===== config.mk =====
export PLATFORM = sky130hd
export DESIGN_NAME = gmf_root
export DESIGN_NICKNAME = d
export VERILOG_FILES = /design/src/rtl/gmf_pkg.sv /design/src/rtl/gmf_root.sv
export SDC_FILE = /design/constraint.sdc
export NUM_CORES = 2
export LEC_CHECK = 0
export ABC_AREA = 1
export BUFFER_PORTS_ARGS = -buffer_cell sky130_fd_sc_hd__buf_4
export CAP_MARGIN = 20
export CORE_MARGIN = 2
export CORE_UTILIZATION = 40
export DETAILED_ROUTE_END_ITERATION = 8
export SETUP_SLACK_MARGIN = 0.02
export SYNTH_ARGS = -nofsm -noshare
export SYNTH_HDL_FRONTEND = slang
export SYNTH_SLANG_ARGS = --single-unit

===== constraint.sdc =====
create_clock -name clk -period 15.35 [get_ports clk]
set_clock_uncertainty 0.05 [all_clocks]
set_input_delay 2.3025 -clock clk [delete_from_list [all_inputs] [get_ports clk]]
set_output_delay 2.3025 -clock clk [all_outputs]
set_load 0.03 [all_outputs]

===== src/rtl/gmf_pkg.sv =====
// ----------------------------------------------------------------------------
// gmf_pkg
// Shared types and constants of the 3x3 geometric mean filter.
// ----------------------------------------------------------------------------
package gmf_pkg;

  localparam int GMF_MAX_WIDTH = 1024;
  localparam int PIX_W         = 8;
  localparam int IMG_W_BITS    = 11;
  localparam int IMG_H_BITS    = 12;
  localparam int CFG_IDX_W     = 1;
  localparam int CFG_DATA_W    = 12;
  localparam int PROD_W        = 72;
  localparam int WIN_N         = 9;

  localparam logic [CFG_IDX_W-1:0] REG_IMAGE_WIDTH  = 1'b0;
  localparam logic [CFG_IDX_W-1:0] REG_IMAGE_HEIGHT = 1'b1;

  localparam logic [IMG_W_BITS-1:0] IMAGE_WIDTH_RST  = 11'd1024;
  localparam logic [IMG_H_BITS-1:0] IMAGE_HEIGHT_RST = 12'd1024;

  typedef struct packed {
    logic [WIN_N-1:0][PIX_W-1:0] pix;
    logic                        last;
  } win_item_t;

endpackage


===== src/rtl/gmf_root.sv =====
// ----------------------------------------------------------------------------
// gmf_root
// Window product and bitwise ninth-root search on one shared multiplier.
// ----------------------------------------------------------------------------
module gmf_root
  import gmf_pkg::*;
(
  input  logic             clk,
  input  logic             rst_n,
  input  logic             pop_valid,
  input  win_item_t        pop_item,
  output logic             pop,
  output logic             out_valid,
  input  logic             out_ready,
  output logic [PIX_W-1:0] out_filtered_value,
  output logic             out_last_of_image
);

  localparam logic [2:0] B_IDLE = 3'd0;
  localparam logic [2:0] B_PROD = 3'd1;
  localparam logic [2:0] B_POW  = 3'd2;
  localparam logic [2:0] B_CMP  = 3'd3;
  localparam logic [2:0] B_OUT  = 3'd4;

  logic [2:0]                  st_r;
  logic [WIN_N-1:0][PIX_W-1:0] pix_r;
  logic                        last_r;
  logic [PROD_W-1:0]           q_r;
  logic [PROD_W-1:0]           p_r;
  logic [PIX_W-1:0]            y_r;
  logic [2:0]                  bit_r;
  logic [3:0]                  cnt_r;
  logic                        out_valid_r;
  logic [PIX_W-1:0]            out_val_r;
  logic                        out_last_r;

  logic [PIX_W-1:0]  cur;
  logic [PIX_W-1:0]  fac;
  logic [PIX_W-1:0]  trial;
  logic [PROD_W-1:0] mul_a;
  logic [PIX_W-1:0]  mul_b;
  logic [PROD_W-1:0] mul_p;
  logic              load;

  assign cur   = pix_r[cnt_r];
  assign fac   = (cur == '0) ? PIX_W'(255) : cur;
  assign trial = y_r | (PIX_W'(1) << bit_r);
  assign mul_a = (st_r == B_PROD) ? q_r : p_r;
  assign mul_b = (st_r == B_PROD) ? fac : trial;
  assign mul_p = mul_a * PROD_W'(mul_b);

  assign pop  = (st_r == B_IDLE) && pop_valid;
  assign load = (st_r == B_OUT) && (!out_valid_r || out_ready);

  assign out_valid          = out_valid_r;
  assign out_filtered_value = out_val_r;
  assign out_last_of_image  = out_last_r;

  always_ff @(posedge clk) begin
    if (pop) begin
      pix_r  <= pop_item.pix;
      last_r <= pop_item.last;
    end
    if (load) begin
      out_val_r  <= y_r;
      out_last_r <= last_r;
    end
  end

  always_ff @(posedge clk) begin
    if (!rst_n) begin
      st_r        <= B_IDLE;
      out_valid_r <= 1'b0;
      q_r         <= '0;
      p_r         <= '0;
      y_r         <= '0;
      bit_r       <= '0;
      cnt_r       <= '0;
    end else begin
      if (load) begin
        out_valid_r <= 1'b1;
      end else if (out_ready) begin
        out_valid_r <= 1'b0;
      end
      case (st_r)
        B_IDLE: begin
          if (pop_valid) begin
            q_r   <= PROD_W'(1);
            cnt_r <= '0;
            st_r  <= B_PROD;
          end
        end
        B_PROD: begin
          q_r <= mul_p;
          if (cnt_r == 4'(WIN_N - 1)) begin
            bit_r <= 3'd7;
            y_r   <= '0;
            p_r   <= PROD_W'(1);
            cnt_r <= '0;
            st_r  <= B_POW;
          end else begin
            cnt_r <= cnt_r + 4'd1;
          end
        end
        B_POW: begin
          p_r <= mul_p;
          if (cnt_r == 4'(WIN_N - 1)) begin
            st_r <= B_CMP;
          end else begin
            cnt_r <= cnt_r + 4'd1;
          end
        end
        B_CMP: begin
          if (p_r <= q_r) begin
            y_r <= trial;
          end
          p_r   <= PROD_W'(1);
          cnt_r <= '0;
          if (bit_r == 3'd0) begin
            st_r <= B_OUT;
          end else begin
            bit_r <= bit_r - 3'd1;
            st_r  <= B_POW;
          end
        end
        B_OUT: begin
          if (load) begin
            st_r <= B_IDLE;
          end
        end
        default: st_r <= B_IDLE;
      endcase
    end
  end

endmodule


==> flow_summary.toml <==
[run_status]
status = "finished, final reports clean"

[clocking]
holdBufCountCts = 0
h-tree-depth = 2
ctsResizeCount = 0
clkTransAtPathRegs_ns = 0.06
cts_tree = "yes"
cts_sinks = 245
clkLatencyLatePin_ns = 0.58
cts_buffers = 34
clk_path_buf_depth = 3
clockRootBuffer = "clkbuf_16"
cts_setup_buffers = 0

[pwr]
p_total_mw = 5.49
leakagePower_nw = 14.2
clockPowerShare_pct = 14.5
powerDensity_nw_per_um2 = 178
pwr-share-comb_pct = 69.3
power_frac_seq_pct = 16.1
p_sw_mw = 3.06
vdd_drop_max_v = 0.000197
netSwitchingFraction_pct = 55.8
internal_power_mw = 2.43

[logic_synthesis]
synth_nets = 4357
synth_compound_area_share_pct = 10.5
synthSimpleGateAreaFrac_pct = 22.5
post-synth-top-count-cell = "nand2_1"
synth_ff_type = "dfxtp_1"
yosys-top-cells-count = "nand2_1 (763), nor2_1 (611), inv_1 (607)"
async_flop_share_pct = 0
synthMuxAreaShare_pct = 0
synth.distinct_cells = 56
ys_warn_count = 0
avgSynthCellArea_um2 = 7.57
synthesis.area_um2 = 28200
seq_area_frac_synth_pct = 20.3
synth_adder_area_share_pct = 35.2
netlist.area_leader.share_pct = 28.1
synth_xor_area_share_pct = 1.33
synth_top_cells_by_area = "fa_1 (28%), dfxtp_1 (12%), nand2_1 (10%)"
synth_edf_count = 82
synth_top_family_by_area = "adder cells"
synth_seq_cells = 245
netlist_instances = 3725
synth_largest_area_cell = "fa_1"

[setup_path]
required_ns = 15.78
worstSetupPathType = "register to register"
cpMostUsedCell = "nand2_1"
startpoint = "st_r[0]"
r2r-start = "st_r[0]"
reg2regPathDepth = 33
r2r-end = "p_r[45]"
slowest_stage = "o21ai_0"
crit_path_end_kind = "register"
crit_path_max_incr_delay_ns = 0.96
critPathLaunchType = "register"
rrSetupSlack_ns = 6.76
crit_end = "p_r[45]"
crit_arrival_ns = 9.03
worst-path-max-fanout = 52

[die]
ios = 88
die_h_um = 270
num_rows = 97
dieArea_um2 = 72700
initial_core_util_pct = 40.4
fp.dieW_um = 270
core_um2 = 69900

[place]
dpl_cell_area_um2 = 29800
port_buffers = 87
place_congestion = 0.998
placedCellCount = 4656
dp_hpwl_mm = 63.0

[global_routing]
antenna_found_initial = 0
grtUsageTotal_pct = 22.8
grt_overflow_total = 0
grt_first_pass_wirelength_mm = 133
first_global_vias = 24600
grt_max_degree = 76

[detailed_routing]
vias = 24300
drtIter0Drc = 1572
wl_per_cell_um = 17.3
wl_mm = 81.8
drt-vias-per-instance = 5.14
ant_nets = 0
dr.pass1.iters = 6
drc = 0

[timing]
rsz0062_at_grt = "false"
worst_pin_slew_ns = 1.17
relSlewSlack_pct = 21.3
drv_slew = 0
fin_setup_tns_ns = 0
fmax_mhz = 116
post-route-period-util_pct = 56.0
min_period_ns = 8.59
hold_viol_final = 0
finalSetupViolations = 0

[run]
max-cap-violations = 0

[cells_and_area]
final.fill_count = 7239
fin_nets = 4388
stdcell_count = 4722
area_growth_syn_to_layout_pct = 9.58
diodes = 0
regArea_um2 = 5730
multiInputGateArea_um2 = 19700
final_layout_size_suffix_gt1_share_pct = 6.08
fin_area_um2 = 30900

[worst_hold_path]
hold_class = "register to register"
## placed cells by master (no fill, tap or decap), types with 4 or more instances in the layout
master      count
clkinvlp_4      4
nand3_1       133
nor4_1         12
nand2_2         8
o211ai_1       11
dfxtp_1       163
o221ai_1        5
edfxtp_1       82
a21o_1          7
nand4_1        21
nor2_2          4
a31oi_1        23
o21a_1          9
a21oi_1       301
nor2_1        609
clkinv_2        5
clkbuf_1        5
ha_1          159
inv_1         605
a211oi_1        9
buf_2           4
xnor2_1        18
o21ai_0       134
o21ai_2         4
nor3_1         11
or2_2          19
xor2_1         25
o21bai_1        4
clkinv_1        8
buf_4         118
nand2_1       757
fa_1          396
a221oi_1        5
nand3b_1        4
o21ai_1        15
a22oi_1         5
clkbuf_16      34
inv_2           8
## power groups by stage
| stage | clock (mW) | sequential (mW) | combinational [mW] |
|---|---|---|---|
| finish | 0.799 | 0.886 | 3.81 |
| global route | 0.845 | 0.900 | 4.24 |
| CTS | 0.816 | 0.886 | 3.83 |
| detailed placement | 0 | 0.899 | 3.78 |
| global placement | 0 | 0.897 | 3.79 |
| floorplan | 0 | 0.885 | 2.58 |
## worst max-delay path, delay by kind of cell, from the launching register on
| kind | cells | cell delay (ns) |
|---|---|---|
| simple gates | 13 | 1.65 |
| buf+inv | 7 | 1.68 |
| compound gates | 8 | 2.45 |
| flops | 1 | 0.34 |
| fa+ha+maj | 5 | 2.27 |
## cells by family (layout without fill, tap and decap cells)
logic type | Yosys count | count (layout)
AND/OR/NAND/NOR | 1589 | 1589
buffers and inverters | 747 | 804
adder cells (fa/ha/maj) | 555 | 555
AO/OA/AOI/OAI | 546 | 546
flip-flops | 245 | 245
XOR/XNOR | 43 | 43
## routing by layer
layer,share of wire [%],wire (um),GRT usage (%),vias to the layer above
met1,44,36000,30.3,11800
li1,-,-,-,11700
met5,0,0,0,-
met4,3.6,2920,7.82,0
met3,5.5,4510,3.29,117
met2,47,38400,38.1,633
## sequential cells by signal, indices dropped and copies added, names as in the netlist
register,count
p_r,72
cnt_r,4
y_r,8
last_r,1
bit_r,3
out_filtered_value,8
pix_r,72
out_last_of_image,1
q_r,72
out_valid,1
st_r,3
## metrics by stage
| stage | util [%] | hold WS, ns | worst slack, ns |
|---|---|---|---|
| floorplan | - | 0.350 | 7.21 |
| global placement | 42.6 | 0.355 | 6.89 |
| detailed placement | 42.6 | 0.359 | 6.92 |
| CTS | 44.2 | 0.373 | 6.88 |
| global route | 44.2 | 0.380 | 6.19 |
| finish | 44.2 | 0.369 | 6.76 |
## final cells by class
cell class | count | area share (%)
clock inverter | 21 | 0.676
timing repair buffer | 124 | 2.97
tap | 940 | 3.80
multi-input combinational | 2733 | 63.6
inverter | 618 | 7.52
clock buffer | 41 | 2.90
sequential | 245 | 18.5
## worst min-delay path by stage
| stage | start | end | slack [ns] | cells after the start |
|---|---|---|---|---|
| after floorplan | last_r | out_last_of_image | 0.35 | 0 |
| after detailed placement | last_r | out_last_of_image | 0.36 | 0 |
| after global routing | last_r | out_last_of_image | 0.38 | 0 |
| after CTS | last_r | out_last_of_image | 0.37 | 0 |
| final | last_r | out_last_of_image | 0.37 | 0 |
| after global placement | last_r | out_last_of_image | 0.36 | 0 |
No activity file was read; power rests on OpenSTA's default activity.
