<file path="config.mk">
export PLATFORM = sky130hd
export DESIGN_NAME = gmf_queue
export DESIGN_NICKNAME = d
export VERILOG_FILES = /design/src/rtl/gmf_pkg.sv /design/src/rtl/gmf_queue.sv
export SDC_FILE = /design/constraint.sdc
export NUM_CORES = 1
export LEC_CHECK = 0
export BUFFER_PORTS_ARGS = -buffer_cell sky130_fd_sc_hd__buf_2
export CAP_MARGIN = 10
export CORE_MARGIN = 8
export CORE_UTILIZATION = 51
export CTS_CLUSTER_DIAMETER = 100
export DETAILED_ROUTE_END_ITERATION = 10
export GPL_ROUTABILITY_DRIVEN = 1
export HOLD_SLACK_MARGIN = 0.03
export PLACE_DENSITY = 0.86
export REMOVE_ABC_BUFFERS = 1
export SYNTH_ARGS = -nofsm -noshare
export SYNTH_HDL_FRONTEND = slang
export SYNTH_SLANG_ARGS = --single-unit
</file>
<file path="constraint.sdc">
create_clock -name clk -period 10.8 [get_ports clk]
set_clock_uncertainty 0.2 [all_clocks]
set_input_delay 0 -clock clk [delete_from_list [all_inputs] [get_ports clk]]
set_output_delay 0 -clock clk [all_outputs]
set_load 0.02 [all_outputs]
</file>
<file path="src/rtl/gmf_pkg.sv">
// ----------------------------------------------------------------------------
// gmf_pkg
// Shared types and constants of the 3x3 geometric mean filter.
// ----------------------------------------------------------------------------
package gmf_pkg;

  localparam int GMF_MAX_WIDTH = 1024;
  localparam int PIX_W         = 8;
  localparam int IMG_W_BITS    = 11;
  localparam int IMG_H_BITS    = 12;
  localparam int CFG_IDX_W     = 1;
  localparam int CFG_DATA_W    = 12;
  localparam int PROD_W        = 72;
  localparam int WIN_N         = 9;

  localparam logic [CFG_IDX_W-1:0] REG_IMAGE_WIDTH  = 1'b0;
  localparam logic [CFG_IDX_W-1:0] REG_IMAGE_HEIGHT = 1'b1;

  localparam logic [IMG_W_BITS-1:0] IMAGE_WIDTH_RST  = 11'd1024;
  localparam logic [IMG_H_BITS-1:0] IMAGE_HEIGHT_RST = 12'd1024;

  typedef struct packed {
    logic [WIN_N-1:0][PIX_W-1:0] pix;
    logic                        last;
  } win_item_t;

endpackage

</file>
<file path="src/rtl/gmf_queue.sv">
// ----------------------------------------------------------------------------
// gmf_queue
// Two-entry window queue between the front and the root unit.
// ----------------------------------------------------------------------------
module gmf_queue
  import gmf_pkg::*;
(
  input  logic      clk,
  input  logic      rst_n,
  input  logic      push,
  input  win_item_t push_item,
  output logic      push_ready,
  input  logic      pop,
  output win_item_t pop_item,
  output logic      pop_valid
);

  win_item_t  ent_r [2];
  logic       wp_r;
  logic       rp_r;
  logic [1:0] cnt_r;

  assign push_ready = (cnt_r != 2'd2);
  assign pop_valid  = (cnt_r != 2'd0);
  assign pop_item   = ent_r[rp_r];

  always_ff @(posedge clk) begin
    if (push) begin
      ent_r[wp_r] <= push_item;
    end
  end

  always_ff @(posedge clk) begin
    if (!rst_n) begin
      wp_r  <= 1'b0;
      rp_r  <= 1'b0;
      cnt_r <= '0;
    end else begin
      if (push) begin
        wp_r <= !wp_r;
      end
      if (pop) begin
        rp_r <= !rp_r;
      end
      cnt_r <= cnt_r + 2'(push) - 2'(pop);
    end
  end

endmodule

</file>
==> metrics.cfg, run 1 <==
[run_status]
status=completed

[grt]
grt_overflow=0
grt_pass1_vias=3411
grt_max_degree=74
antenna_found_initial=1
grt_pass1_wl_um=17700
grt.total_usage_pct=15.7

[placed_design]
place_area_um2=6660
io_buffers=151
pre_cts_slack_ns=8.57
dp_hpwl_um=7210
place_inst=536
place.gp.congestion=0.664

[drt]
postRouteWirelength_um=11800
first_pass_iters=4
num_vias=3088
ant_nets=0
drt_iter0_drc=149
vias_per_cell=4.80
drc_errors=0
wl_per_cell_um=18.3

[timing]
slew_headroom_pct=33.7
setup_tns_ns=0
hold_viol=0
setup_viol=0
holdWs_ns=0.115
slew_violations=0
fmax_mhz=378
fin_crit_ns=2.65
rsz0062_at_grt=false
worstMarginPinSlew_ns=0.994
period_share_pct=24.5
setup_ws_ns=8.15

[final_layout]
register_area_um2=4490
n_fill_cell=701
nNetsFinal=568
drive_above_1_share_pct=51.1
syn_to_final_growth_pct=36.8
multi_input_area_um2=1210
stdcell_count=643
final_cell_area_um2=8000

[floorplan]
start_util_pct=51.6
die_h_um=123
dieArea_um2=15100
core-area_um2=11300
die_w_um=123
rows=39
ios=152

[critical_path]
cp-start-kind=register
crit_fanout=39
path_buf_inv=2
arrival_ns=2.45
cp-endpoint=pop_item[21]
cp.depth=3
crit_required_ns=10.60
cp_top_family=buffers and inverters
critPathMaxStageDelay_ns=0.77
r2r_start=wp_r
ff2ff_setup_slack_ns=8.71
r2r-end=ent_r[0][33]
path_cells=buf_4 > mux2_4 > buf_2
reg2reg_depth=2
path_class=reg -> out
cpMaxStageDelayCell=dfxtp_4
endpoint_kind=output pin

[clocking]
cts-root-buf=clkbuf_16
cts_tree=done
cts_sinks=151
cts_buffers=17
cts.path.max_buffers=2
worstSkewPairLatency_ns=0.41
h-tree-depth=4
clkTransAtPathRegs_ns=0.06

[worst_hold_path]
hp-class=in -> reg

[logic_synthesis]
synth-seq-area-share_pct=76.7
ys_top_cells_by_area=edfxtp_1 75%, mux2_4 18%, buf_12 2.4%, dfxtp_1 1.7%, mux2_2 0.58%
synth_top_area_share_pct=75.0
yosysTopAreaCell=edfxtp_1
ys.warnings.count=0
yosysMostFrequentCell=edfxtp_1
ys_top_cells_by_count=146 x edfxtp_1, 70 x mux2_4, 7 x buf_12
synthArstFlopShare_pct=0
synth-edff-count=146
synth_area_um2=5850
synth-main-ff-cell=edfxtp_1
synth_cell_types=15
ys_ff_latch=151
avgSynthCellArea_um2=23.6
synth_cells=248

[pwr]
p_per_area_nw_per_um2=182
max-vdd-ir-drop_mv=0.118
p_leak_nw=3.22

[job]
drv_cap=0

## routing by layer
metal	up-vias	wire (um)	GRT usage, %
li1	1459	-	-
met1	1500	4450	17.0
met2	120	6230	28.1
met3	9	977	5.66
met4	0	97	4.97
met5	-	0	0
## cells in the final DEF (no fill, tap or decap), types with 2 or more instances in the layout
cell type        n
and2_1           3
ha_1             2
dfxtp_1          4
clkbuf_16       17
inv_1            2
clkinv_4         2
clkinv_1         2
dlygate4sd3_1   77
mux2_2           3
buf_2          151
mux2_4          70
clkbuf_1         2
clkinv_2         2
bufinv_16        3
edfxtp_1       146
buf_4            2
nor2b_1          2
## cells by family (layout without fill, tap and decap cells)
logic type | count (synthesis) | count (layout) | synth area share (%)
mux | 73 | 73 | 18.6
xor+xnor | 2 | 2 | 0.535
compound gates | 1 | 1 | 0.128
flops | 151 | 151 | 76.7
buf+inv | 10 | 261 | 2.72
fa+ha+maj | 2 | 2 | 0.428
simple gates | 9 | 9 | 0.920
other cells | 0 | 1 | 0
## timing repair
item | in CTS | in global routing
setup buffers | 0 | 0
hold buffers | 77 | 0
endpoints found under the hold margin | 167 | 0
gates resized for setup | 0 | 0
## where the power goes
part | switching (mW) | internal [mW]
registers | 0.0157 | 0.678
logic | 0.0964 | 0.100
clock network | 0.210 | 0.357
total | 0.322 | 1.14
## layout make-up
type	count	share of cell area, %
Inverter	2	0.0939
Clock buffer	19	5.41
Sequential cell	151	56.1
Tap cell	143	2.24
Clock inverter	10	1.66
Multi-Input combinational cell	87	15.2
Timing Repair Buffer	230	19.3
Antenna cell	1	0.0313
## through the flow
stage                     power (mW)  utilization (%)
after floorplan                0.827                -
after global placement         0.874             58.8
after detailed placement       0.880             58.8
after CTS                       1.47             70.6
after global routing            1.50             70.6
final                           1.46             70.6
## worst min-delay path by stage
stage                        startpoint            to  slack [ns]  cells past startpoint
after floorplan            push_item[0]   ent_r[0][0]       -0.10                      0
after global placement    push_item[58]  ent_r[0][58]       -0.01                      1
after detailed placement  push_item[32]  ent_r[0][32]      -0.009                      1
after CTS                 push_item[19]  ent_r[0][19]        0.09                      2
after global routing      push_item[48]  ent_r[0][48]        0.10                      2
final                     push_item[48]  ent_r[0][48]        0.11                      2
## sequential cells by signal (all words and copies together), names as in the netlist, named ones only
signal and cells:
ent_r 146, cnt_r 2, rp_r 1, wp_r 1
No activity file was read; power rests on OpenSTA's default activity.
==> run 2, diff against run 1 <==
==> constraint.sdc (replaced) <==
create_clock -name clk -period 2.7 [get_ports clk]
set_clock_uncertainty 0.2 [all_clocks]
set_input_delay 0 -clock clk [delete_from_list [all_inputs] [get_ports clk]]
set_output_delay 0 -clock clk [all_outputs]
set_load 0.02 [all_outputs]
==> run 2 against run 1 <==
Critical path depth did not move. Critical endpoint is now pop_item[1]. Highest routed layer unchanged. Sequential share of layout area fell by 0.89 points. Utilization increased by 1.1 points. Register-to-register slack got worse by 7.7 ns.
==> metrics.cfg, run 2 (synthesis results as in run 1) <==
[timing]
hold_viol=0  ; unchanged
slew_violations=0  ; unchanged
slew_headroom_pct=66.6  ; +33 points
fin_crit_ns=2.11
setup_ws_ns=0.590  ; -7.56 ns
period_share_pct=78.1
rsz0062_at_grt=false
worstMarginPinSlew_ns=0.500  ; -0.495 ns
fmax_mhz=474
setup_viol=0  ; unchanged

[critical_path]
crit_fanout=34  ; -13%
arrival_ns=1.91  ; -0.54 ns
cp-start-kind=register
crit_required_ns=2.50  ; -8.10 ns
path_class=reg -> out
endpoint_kind=output pin

[final_layout]
nNetsFinal=573  ; +0.88%
drive_above_1_share_pct=52.2  ; +1.1 points
n_fill_cell=683  ; -2.6%
stdcell_count=649  ; +0.93%
reg_top3=ent_r (146), cnt_r (2)
layout_common_cells=151 x buf_2, 146 x edfxtp_1, 77 x dlygate4sd3_1
n_antenna_cell=0  ; -1
regMostFlops=ent_r
final_common_cell=buf_2
syn_to_final_growth_pct=39.0
largest_reg_flops=146  ; unchanged

[clocking]
clkTransAtPathRegs_ns=0.06  ; about the same
cts-resized-gates=0  ; unchanged
h-tree-depth=4  ; unchanged
cts_buffers=17  ; unchanged
cts-root-buf=clkbuf_16
cts.path.max_buffers=2  ; unchanged
worstSkewPairLatency_ns=0.41  ; about the same
cts_tree=done
cts_sinks=151  ; unchanged

[pwr]
p_leak_nw=3.29  ; +2.0%
finalPower_mw=6.09  ; +320%
max-vdd-ir-drop_mv=0.600  ; +410%
p_per_area_nw_per_um2=749  ; +310%

[placed_design]
place_inst=541  ; +0.93%
place.gp.congestion=0.715  ; +7.7%
io_buffers=151  ; unchanged
dp_hpwl_um=7600  ; +5.5%
pre_cts_slack_ns=0.987  ; -7.58 ns

[floorplan]
dieArea_um2=15100  ; unchanged
ios=152  ; unchanged
core-area_um2=11300  ; unchanged
rows=39  ; unchanged
die_h_um=123  ; unchanged
die_w_um=123  ; unchanged
start_util_pct=51.6  ; unchanged

[drt]
ant_nets=0  ; unchanged
vias_per_cell=4.85  ; +1.0%
drc_errors=0  ; unchanged
postRouteWirelength_um=11800  ; about the same
first_pass_iters=4  ; unchanged
drt_iter0_drc=177  ; +19%
num_vias=3149  ; +2.0%
wl_per_cell_um=18.1  ; -0.98%

[grt]
grt_max_degree=60  ; -19%
grt_overflow=0  ; unchanged
grt_pass1_wl_um=17800  ; +0.43%
grt.total_usage_pct=15.8  ; +0.14 points
grt_pass1_vias=3498  ; +2.6%
antenna_found_initial=0  ; -1

[job]
drv_cap=0  ; unchanged

[run_status]
status=completed

[worst_hold_path]
hp-class=in -> reg

run 2: final cells by class:
| type | count | area (um2) | area share, % |
|---|---|---|---|
| Clock buffer | 19 | 433 | 5.33 |
| Clock inverter | 12 | 201 | 2.48 |
| Inverter | 2 | 7.51 | 0.0924 |
| Multi-Input combinational cell | 87 | 1210 | 14.9 |
| Sequential cell | 151 | 4490 | 55.2 |
| Tap cell | 143 | 179 | 2.20 |
| Timing Repair Buffer | 235 | 1600 | 19.7 |
run 2: worst max-delay path: stages (launching register included):
cell,delay (ns)
dfxtp_4,0.61
buf_12,0.31
mux2_2,0.38
buf_2,0.17
run 2: worst paths after layout:
path                        to  slack (ns)          start  cells past startpoint
hold / removal    ent_r[1][18]        0.11  push_item[18]                      2
hold reg to reg       register        0.42           rp_r                      2
setup reg to reg  ent_r[0][57]        0.97           wp_r                      2
setup / recovery   pop_item[1]        0.59       register                      3
run 2: metrics by stage:
step	utilization [%]	cell area, um2	TNS, ns	hold WS (ns)
4_1_cts	71.8	8130	0	0.0945
3_5_place_dp	59.4	6720	0	-0.00852
2_1_floorplan	-	5690	-176.14	-0.101
3_3_place_gp	59.4	6720	0	-0.0131
6_report	71.8	8130	0	0.111
5_1_grt	71.8	8130	0	0.0957
run 2: layer usage:
layer / wire length, um / global-route usage, % / up-vias
li1: - / - / 1469
met1: 4410 / 16.8 / 1542
met2: 6150 / 27.8 / 117
met3: 966 / 6.12 / 21
met4: 223 / 6.47 / 0
met5: 0 / 0 / -
run 2: power by group:
part	switching, mW	total, mW	internal, mW
Combinational	0.401	0.813	0.412
Clock	0.874	2.51	1.64
Sequential	0.0531	2.76	2.71
Total	1.33	6.09	4.76
run 2: timing repair:
item | in CTS | in global routing
hold buffers | 77 | 0
buffers inserted | 0 | 0
endpoints found under the hold margin | 168 | 0
